File: config.mk
export PLATFORM = sky130hd
export DESIGN_NAME = three_level_priority_queue
export DESIGN_NICKNAME = d
export VERILOG_FILES = /design/src/rtl/core/tlpq_pkg.sv /design/src/rtl/core/three_level_priority_queue.sv
export VERILOG_INCLUDE_DIRS = /design/src /design/src/rtl/core
export SDC_FILE = /design/constraint.sdc
export NUM_CORES = 2
export LEC_CHECK = 0
export ABC_AREA = 0
export BUFFER_PORTS_ARGS = -buffer_cell sky130_fd_sc_hd__buf_2
export CORE_MARGIN = 5
export CORE_UTILIZATION = 30
export DETAILED_ROUTE_END_ITERATION = 10
export PLACE_DENSITY = 0.53
export SETUP_SLACK_MARGIN = 0.3
export SLEW_MARGIN = 20
export SYNTH_ARGS = -nofsm -noshare
export SYNTH_HDL_FRONTEND = slang
export SYNTH_SLANG_ARGS = --single-unit
File: constraint.sdc
create_clock -name i_clk -period 6.4 [get_ports i_clk]
set_input_delay 1.6 -clock i_clk [delete_from_list [all_inputs] [get_ports i_clk]]
set_output_delay 1.6 -clock i_clk [all_outputs]
set_load 0.02 [all_outputs]
File: src/rtl/core/three_level_priority_queue_macros.svh
// Assertion macros for the three-level priority queue.
// Included by the modules that carry concurrent assertions; no other dependencies.
`ifndef THREE_LEVEL_PRIORITY_QUEUE_MACROS_SVH
`define THREE_LEVEL_PRIORITY_QUEUE_MACROS_SVH

// Check that a condition implies a consequence in the same cycle.
`define TLPQ_ASSERT_SAME(label, clk, rst_n, ante, cons) \
    label: assert property (@(posedge clk) disable iff (!(rst_n)) (ante) |-> (cons)) \
        else $error("three_level_priority_queue: same-cycle check failed");

// Check that a condition implies a consequence in the next cycle.
`define TLPQ_ASSERT_NEXT(label, clk, rst_n, ante, cons) \
    label: assert property (@(posedge clk) disable iff (!(rst_n)) (ante) |=> (cons)) \
        else $error("three_level_priority_queue: next-cycle check failed");

`endif

File: src/rtl/core/tlpq_pkg.sv
// Shared types and constants for the three-level priority queue.
// No dependencies; imported by three_level_priority_queue.
package tlpq_pkg;

    localparam int CAPACITY   = 16;
    localparam int NUM_LEVELS = 3;
    localparam int PTR_W      = (CAPACITY > 1) ? $clog2(CAPACITY) : 1;
    localparam int ADDR_W     = $clog2(NUM_LEVELS * CAPACITY);
    localparam int DEPTH      = NUM_LEVELS * CAPACITY;
    localparam int CNT_W      = 5;
    localparam int VAL_W      = 32;

    typedef enum logic [1:0] {
        ACT_PUSH  = 2'd0,
        ACT_POP   = 2'd1,
        ACT_PEEK  = 2'd2,
        ACT_CLEAR = 2'd3
    } t_action;

    typedef enum logic [1:0] {
        ST_OK      = 2'd0,
        ST_EMPTY   = 2'd1,
        ST_FULL    = 2'd2,
        ST_BAD_PRI = 2'd3
    } t_status;

    localparam logic [1:0] LVL_NONE = 2'd0;

    typedef struct packed {
        t_action                  action;
        logic signed [VAL_W-1:0]  value;
        logic [1:0]               priority_req;
    } t_in_item;

    typedef struct packed {
        t_status                  status;
        logic signed [VAL_W-1:0]  out_value;
        logic [1:0]               out_level;
        logic [CNT_W-1:0]         total_count;
        logic [CNT_W-1:0]         low_count;
        logic [CNT_W-1:0]         medium_count;
        logic [CNT_W-1:0]         high_count;
    } t_out_item;

endpackage

File: src/rtl/core/three_level_priority_queue.sv
// Three-level strict-priority queue: per-level rings in one synchronous store.
// Depends on tlpq_pkg and three_level_priority_queue_macros.svh.
//
//  channel | direction | handshake                 | payload
//  --------+-----------+---------------------------+-----------------------
//  in      | input     | i_in_valid / o_in_stall   | i_in_data  (t_in_item)
//  out     | output    | o_out_valid / i_out_stall | o_out_data (t_out_item)
//
// A push, a clear, or a pop or peek of an empty queue gives its result in the
// cycle after acceptance; other pops and peeks read the item store, then load the
// output register. One transaction is in flight at a time; the next is accepted
// while the previous result waits in the output register, once it can take it.
// Reset is synchronous and clears pointers and counts; the store needs no clearing.
// A stalled output holds its result and stalls the input side in turn.
`include "three_level_priority_queue_macros.svh"

module three_level_priority_queue
    import tlpq_pkg::*;
(
    input  logic      i_clk,
    input  logic      i_rst_n,
    input  logic      i_in_valid,
    output logic      o_in_stall,
    input  t_in_item  i_in_data,
    output logic      o_out_valid,
    input  logic      i_out_stall,
    output t_out_item o_out_data
);

    typedef enum logic {
        S_IDLE,
        S_READ
    } t_state;

    t_state             r_state;
    logic               r_out_valid;
    t_out_item          r_res;
    t_out_item          n_res;

    logic [PTR_W-1:0]   r_rd_ptr [NUM_LEVELS];
    logic [PTR_W-1:0]   r_wr_ptr [NUM_LEVELS];
    logic [CNT_W-1:0]   r_cnt    [NUM_LEVELS];
    logic [PTR_W-1:0]   n_rd_ptr [NUM_LEVELS];
    logic [PTR_W-1:0]   n_wr_ptr [NUM_LEVELS];
    logic [CNT_W-1:0]   n_cnt    [NUM_LEVELS];

    logic [VAL_W-1:0]   r_mem [DEPTH];
    logic [VAL_W-1:0]   r_rd_data;

    logic               in_acc;
    logic [CNT_W+1:0]   total;
    logic [CNT_W+1:0]   n_total;
    logic               has_top;
    logic [1:0]         top_idx;
    logic [1:0]         push_idx;
    logic [PTR_W-1:0]   sel_wr_ptr;
    logic [PTR_W-1:0]   sel_rd_ptr;
    logic               push_ok;
    logic               take_ok;
    logic               pop_ok;
    logic [ADDR_W-1:0]  wr_addr;
    logic [ADDR_W-1:0]  rd_addr;

    // Stall while a read is outstanding or the output cannot drain
    assign o_in_stall  = (r_state == S_READ) || (r_out_valid && i_out_stall);
    assign in_acc      = i_in_valid && !o_in_stall;
    assign o_out_valid = r_out_valid;
    assign o_out_data  = r_res;

    // Pick the highest non-empty level and the push level
    always_comb begin
        total    = (CNT_W+2)'(r_cnt[0]) + (CNT_W+2)'(r_cnt[1]) + (CNT_W+2)'(r_cnt[2]);
        has_top  = 1'b0;
        top_idx  = 2'd0;
        for (int i = 0; i < NUM_LEVELS; i++) begin
            if (r_cnt[i] != '0) begin
                has_top = 1'b1;
                top_idx = 2'(i);
            end
        end
        push_idx   = i_in_data.priority_req - 2'd1;
        sel_wr_ptr = '0;
        sel_rd_ptr = '0;
        for (int i = 0; i < NUM_LEVELS; i++) begin
            if (push_idx == 2'(i)) begin
                sel_wr_ptr = r_wr_ptr[i];
            end
            if (top_idx == 2'(i)) begin
                sel_rd_ptr = r_rd_ptr[i];
            end
        end
        push_ok = (i_in_data.action == ACT_PUSH) && (i_in_data.priority_req != 2'd0)
                  && (total < (CNT_W+2)'(CAPACITY));
        take_ok = ((i_in_data.action == ACT_POP) || (i_in_data.action == ACT_PEEK)) && has_top;
        pop_ok  = (i_in_data.action == ACT_POP) && has_top;
        wr_addr = ADDR_W'(push_idx) * ADDR_W'(CAPACITY) + ADDR_W'(sel_wr_ptr);
        rd_addr = ADDR_W'(top_idx) * ADDR_W'(CAPACITY) + ADDR_W'(sel_rd_ptr);
    end

    // Advance pointers and counts, and build the result fields
    always_comb begin
        for (int i = 0; i < NUM_LEVELS; i++) begin
            n_rd_ptr[i] = r_rd_ptr[i];
            n_wr_ptr[i] = r_wr_ptr[i];
            n_cnt[i]    = r_cnt[i];
            if (i_in_data.action == ACT_CLEAR) begin
                n_rd_ptr[i] = '0;
                n_wr_ptr[i] = '0;
                n_cnt[i]    = '0;
            end else if (push_ok && (push_idx == 2'(i))) begin
                n_wr_ptr[i] = (r_wr_ptr[i] == PTR_W'(CAPACITY - 1)) ? '0
                              : r_wr_ptr[i] + PTR_W'(1);
                n_cnt[i]    = r_cnt[i] + CNT_W'(1);
            end else if (pop_ok && (top_idx == 2'(i))) begin
                n_rd_ptr[i] = (r_rd_ptr[i] == PTR_W'(CAPACITY - 1)) ? '0
                              : r_rd_ptr[i] + PTR_W'(1);
                n_cnt[i]    = r_cnt[i] - CNT_W'(1);
            end
        end
        n_total = (CNT_W+2)'(n_cnt[0]) + (CNT_W+2)'(n_cnt[1]) + (CNT_W+2)'(n_cnt[2]);

        n_res.status = ST_OK;
        case (i_in_data.action)
            ACT_PUSH: begin
                if (i_in_data.priority_req == 2'd0) begin
                    n_res.status = ST_BAD_PRI;
                end else if (!push_ok) begin
                    n_res.status = ST_FULL;
                end
            end
            ACT_POP, ACT_PEEK: begin
                if (!has_top) begin
                    n_res.status = ST_EMPTY;
                end
            end
            default: n_res.status = ST_OK;
        endcase
        n_res.out_value    = '0;
        n_res.out_level    = take_ok ? (top_idx + 2'd1) : LVL_NONE;
        n_res.total_count  = n_total[CNT_W-1:0];
        n_res.low_count    = n_cnt[0];
        n_res.medium_count = n_cnt[1];
        n_res.high_count   = n_cnt[2];
    end

    // Write pushed items; read the head item with registered data
    always_ff @(posedge i_clk) begin
        if (in_acc && push_ok) begin
            r_mem[wr_addr] <= i_in_data.value;
        end
        if (in_acc && take_ok) begin
            r_rd_data <= r_mem[rd_addr];
        end
    end

    // Hold state, pointers, counts and the output register
    always_ff @(posedge i_clk) begin
        if (!i_rst_n) begin
            r_state     <= S_IDLE;
            r_out_valid <= 1'b0;
            for (int i = 0; i < NUM_LEVELS; i++) begin
                r_rd_ptr[i] <= '0;
                r_wr_ptr[i] <= '0;
                r_cnt[i]    <= '0;
            end
        end else begin
            case (r_state)
                S_IDLE: begin
                    if (in_acc) begin
                        r_rd_ptr    <= n_rd_ptr;
                        r_wr_ptr    <= n_wr_ptr;
                        r_cnt       <= n_cnt;
                        r_res       <= n_res;
                        r_out_valid <= !take_ok;
                        if (take_ok) begin
                            r_state <= S_READ;
                        end
                    end else if (r_out_valid && !i_out_stall) begin
                        // Drop the result once the output side takes it
                        r_out_valid <= 1'b0;
                    end
                end
                S_READ: begin
                    r_res.out_value <= r_rd_data;
                    r_out_valid     <= 1'b1;
                    r_state         <= S_IDLE;
                end
                default: r_state <= S_IDLE;
            endcase
        end
    end

    `TLPQ_ASSERT_SAME(a_total_bound, i_clk, i_rst_n, 1'b1, total <= (CNT_W+2)'(CAPACITY))
    `TLPQ_ASSERT_SAME(a_read_out_empty, i_clk, i_rst_n, r_state == S_READ, !r_out_valid)
    `TLPQ_ASSERT_NEXT(a_take_reads, i_clk, i_rst_n, in_acc && take_ok, r_state == S_READ)
    `TLPQ_ASSERT_NEXT(a_direct_result, i_clk, i_rst_n, in_acc && !take_ok, r_out_valid)

endmodule
==> reports/summary.txt <==
Die width -> 478 um
Gate power share -> 0.050
Synth top area cells -> edfxtp_1 74%, nand2_1 4.6%, a21oi_1 3.7%
RSZ-0062 raised after global routing -> no
Root buffer cell -> clkbuf_16
Initial Util -> 0.302
Worst setup path end -> o_out_data[19]
FP Rows -> 171
Residual DRC -> 0
Post_cts resized -> 0
Rel. slew slack -> 0.227
Fill cell count -> 20.6k
Top Ports -> 98
Dominant synthesized flop cell -> edfxtp_1
Vias per cell -> 5.26
Final HPWL DP -> 116000 um
Cell internal pwr -> 17.6 mW
Die Y -> 478 um
Clk sinks -> 1665
Commonest non-fill, non-tap cells in the layout -> 1624 x edfxtp_1, 801 x nand2_1, 487 x a21oi_1, 171 x clkbuf_16, 126 x nand3_1
Routed WL per cell -> 25.7 um
Port buffer count -> 97
CTS Hold Bufs -> 0
WS Path Type -> flip-flop to flip-flop
Core Util, Final -> 0.348
FF+latch count, synth -> 1665
Post-synth net total -> 4491
Pin slew with the least headroom to its limit -> 1160 ps
Initial antenna violation count -> 17
Mean post-synth cell area -> 14.9 sq um
Post-CTS Setup Repair Bufs -> 0
Clock Power Share -> 0.421
Pleak -> 25.4 nW
Layout Nets -> 4617
Slew Limit Fails -> 0
Total wire length -> 194000 um
Final setup fails -> 0
VDD IR max -> 237 uV
First-pass GRT wire length -> 279000 um
Vias post-DR -> 39.7k
Critical Path AT -> 5310 ps
Global route total overflow -> 0
Gpl congestion -> 0.820
Clock period minus worst slack -> 4750 ps
Worst EP required -> 6960 ps
Final hold vios -> 0
Sequential power share -> 0.529
CTS Buffer Depth -> 3
GR Util All Layers -> 0.165
Synthesized area -> 0.0657 sq mm
Die area -> 0.228 sq mm
Leading area contributor after synthesis -> edfxtp_1
Cell Pwr Density -> 300 mW/mm^2
R2R Path Start -> r_cnt[9]
Num CTS Buffers -> 171
Gate Count Post-Synth -> 4420
Synth warnings -> 0
Area delta synth->final -> 15.3%
Critical Path Start Type -> flip-flop
TNS Setup -> 0 ps
Sw frac -> 0.224
Post-synth EDFFs -> 1624
Core ar. -> 0.218 sq mm
Sequential area share after synthesis -> 0.755
Psw -> 5.08 mW
Share of cells above drive strength 1 -> 0.133
Unique cell type count in the Yosys netlist -> 66
Area share of the largest cell type after synthesis -> 0.742
F_max -> 0.210 GHz
TritonCTS clock tree -> done
Clock transition at path regs -> 60 ps
Worst R2R End -> o_out_data[19]
Clk Latency, worst-skew pair -> 820 ps
Ys async rst share -> 0
R2r setup slk -> 1650 ps
Max-cap viol count -> 0
Worst r2r path cells -> 16
Drt initial violations -> 4529
Vias in the first global route -> 38.1k
H-Tree Depth -> 4
Period utilisation layout -> 0.743
Largest net degree at the start of global routing -> 113
Most common cell after layout, fill and taps aside -> edfxtp_1
Setup Skew -> 47.3 ps
Drt pass-1 iters -> 5
Status -> finished clean
Hold Crit Class -> flip-flop to flip-flop
Endpoint class of the critical path -> flip-flop
CP max FO -> 9
CP startpoint -> r_cnt[9]
Final ANT Viol Nets -> 0
[worst min path at each step]
stage	from	endpoint	slack (ps)	cells past startpoint
after floorplan	r_rd_ptr[4]	r_rd_ptr[4]	480	2
after detailed placement	r_rd_data[18]	o_out_data[40]	510	1
after global placement	r_rd_data[6]	o_out_data[28]	510	1
final	r_rd_data[18]	o_out_data[40]	520	1
after global routing	r_rd_data[14]	o_out_data[36]	540	1
after CTS	r_rd_data[18]	o_out_data[40]	520	1
[stage by stage]
step / hold slack, ps / instances / area, sq um / power [mW] / setup WS [ps]
after floorplan: 479 / 4420 / 65700 / 12.8 / 1420
after global placement: 509 / 7227 / 70400 / 13.4 / 916
after detailed placement: 509 / 7227 / 70400 / 13.4 / 1020
after CTS: 523 / 7529 / 75700 / 22.9 / 1650
after global routing: 545 / 7534 / 75700 / 23.4 / 1280
final: 523 / 7544 / 75700 / 22.7 / 1650
[layout make-up]
type | count | area (sq um) | area share
diodes | 15 | 37.5 | 0.000496
clock buffers | 210 | 4440 | 0.0586
clock inverters | 92 | 852 | 0.0112
inverters | 31 | 116 | 0.00154
multi-input cells | 2430 | 15100 | 0.200
flip-flops and latches | 1665 | 49600 | 0.655
well taps | 2854 | 3570 | 0.0471
repair buffers | 247 | 2000 | 0.0265
[worst max-delay path: stages (launching register included)]
cell and delay, ps:
dfxtp_1 450, fa_1 460, ha_1 290, nor3_1 190, nand4bb_1 240, a2111oi_4 690
nor2_1 190, a21boi_0 240, xnor2_1 150, nand2b_1 150, fa_1 550, inv_1 40
ha_1 290, a21oi_1 190, xnor2_1 160, xnor2_1 100, xnor2_1 140
[cell families (layout without fill, tap and decap cells)]
group | after synthesis | after routing | share of synthesized area
compound gates | 1077 | 1077 | 0.107
xor+xnor | 15 | 15 | 0.00200
fa+ha+maj | 31 | 31 | 0.00693
buf+inv | 325 | 580 | 0.0214
flops | 1665 | 1665 | 0.755
mux | 115 | 115 | 0.0298
other cells | 0 | 15 | 0
simple gates | 1192 | 1192 | 0.0780
[cell usage after synthesis (8+ instances only)]
master	count
edfxtp_1	1624
mux2i_1	47
fa_1	9
nor2b_1	21
ha_1	22
inv_1	31
xnor2_1	14
o22ai_1	64
a32oi_1	28
dfxtp_1	41
a22o_1	86
a32o_1	44
buf_1	29
and4_1	11
o21ai_0	83
buf_2	74
mux4_2	64
a21oi_1	487
buf_4	17
o211ai_1	23
and2_1	65
a21boi_0	9
nand3_1	126
a211oi_1	23
nand2b_1	8
nand4_1	8
a221oi_1	42
clkbuf_1	168
a22oi_1	103
and3_1	26
nor2_1	88
nor3_1	12
o2111ai_1	53
nand2_1	805
[state kept, by name, indices dropped and copies added (netlist names)]
name         cells
o_out_valid      1
r_mem         1536
r_rd_ptr        12
r_rd_data       32
o_out_data      56
r_cnt           15
r_state          1
r_wr_ptr        12
[routing by layer]
layer  vias to the layer above  global-route usage  share of wire
li1                      17294                   -              -
met1                     20637               0.235           0.44
met2                      1478               0.257           0.46
met3                       254              0.0331          0.074
met4                         8              0.0476          0.027
met5                         -                   0        0.00024
[power groups by stage]
stage	combinational (mW)	sequential (mW)	clock, mW
floorplan	0.583	12.2	0
global placement	1.12	12.2	0
detailed placement	1.13	12.2	0
CTS	1.14	12.0	9.75
global route	1.22	12.0	10.2
finish	1.13	12.0	9.56
Note: power is estimated with default switching activity, not from simulation.
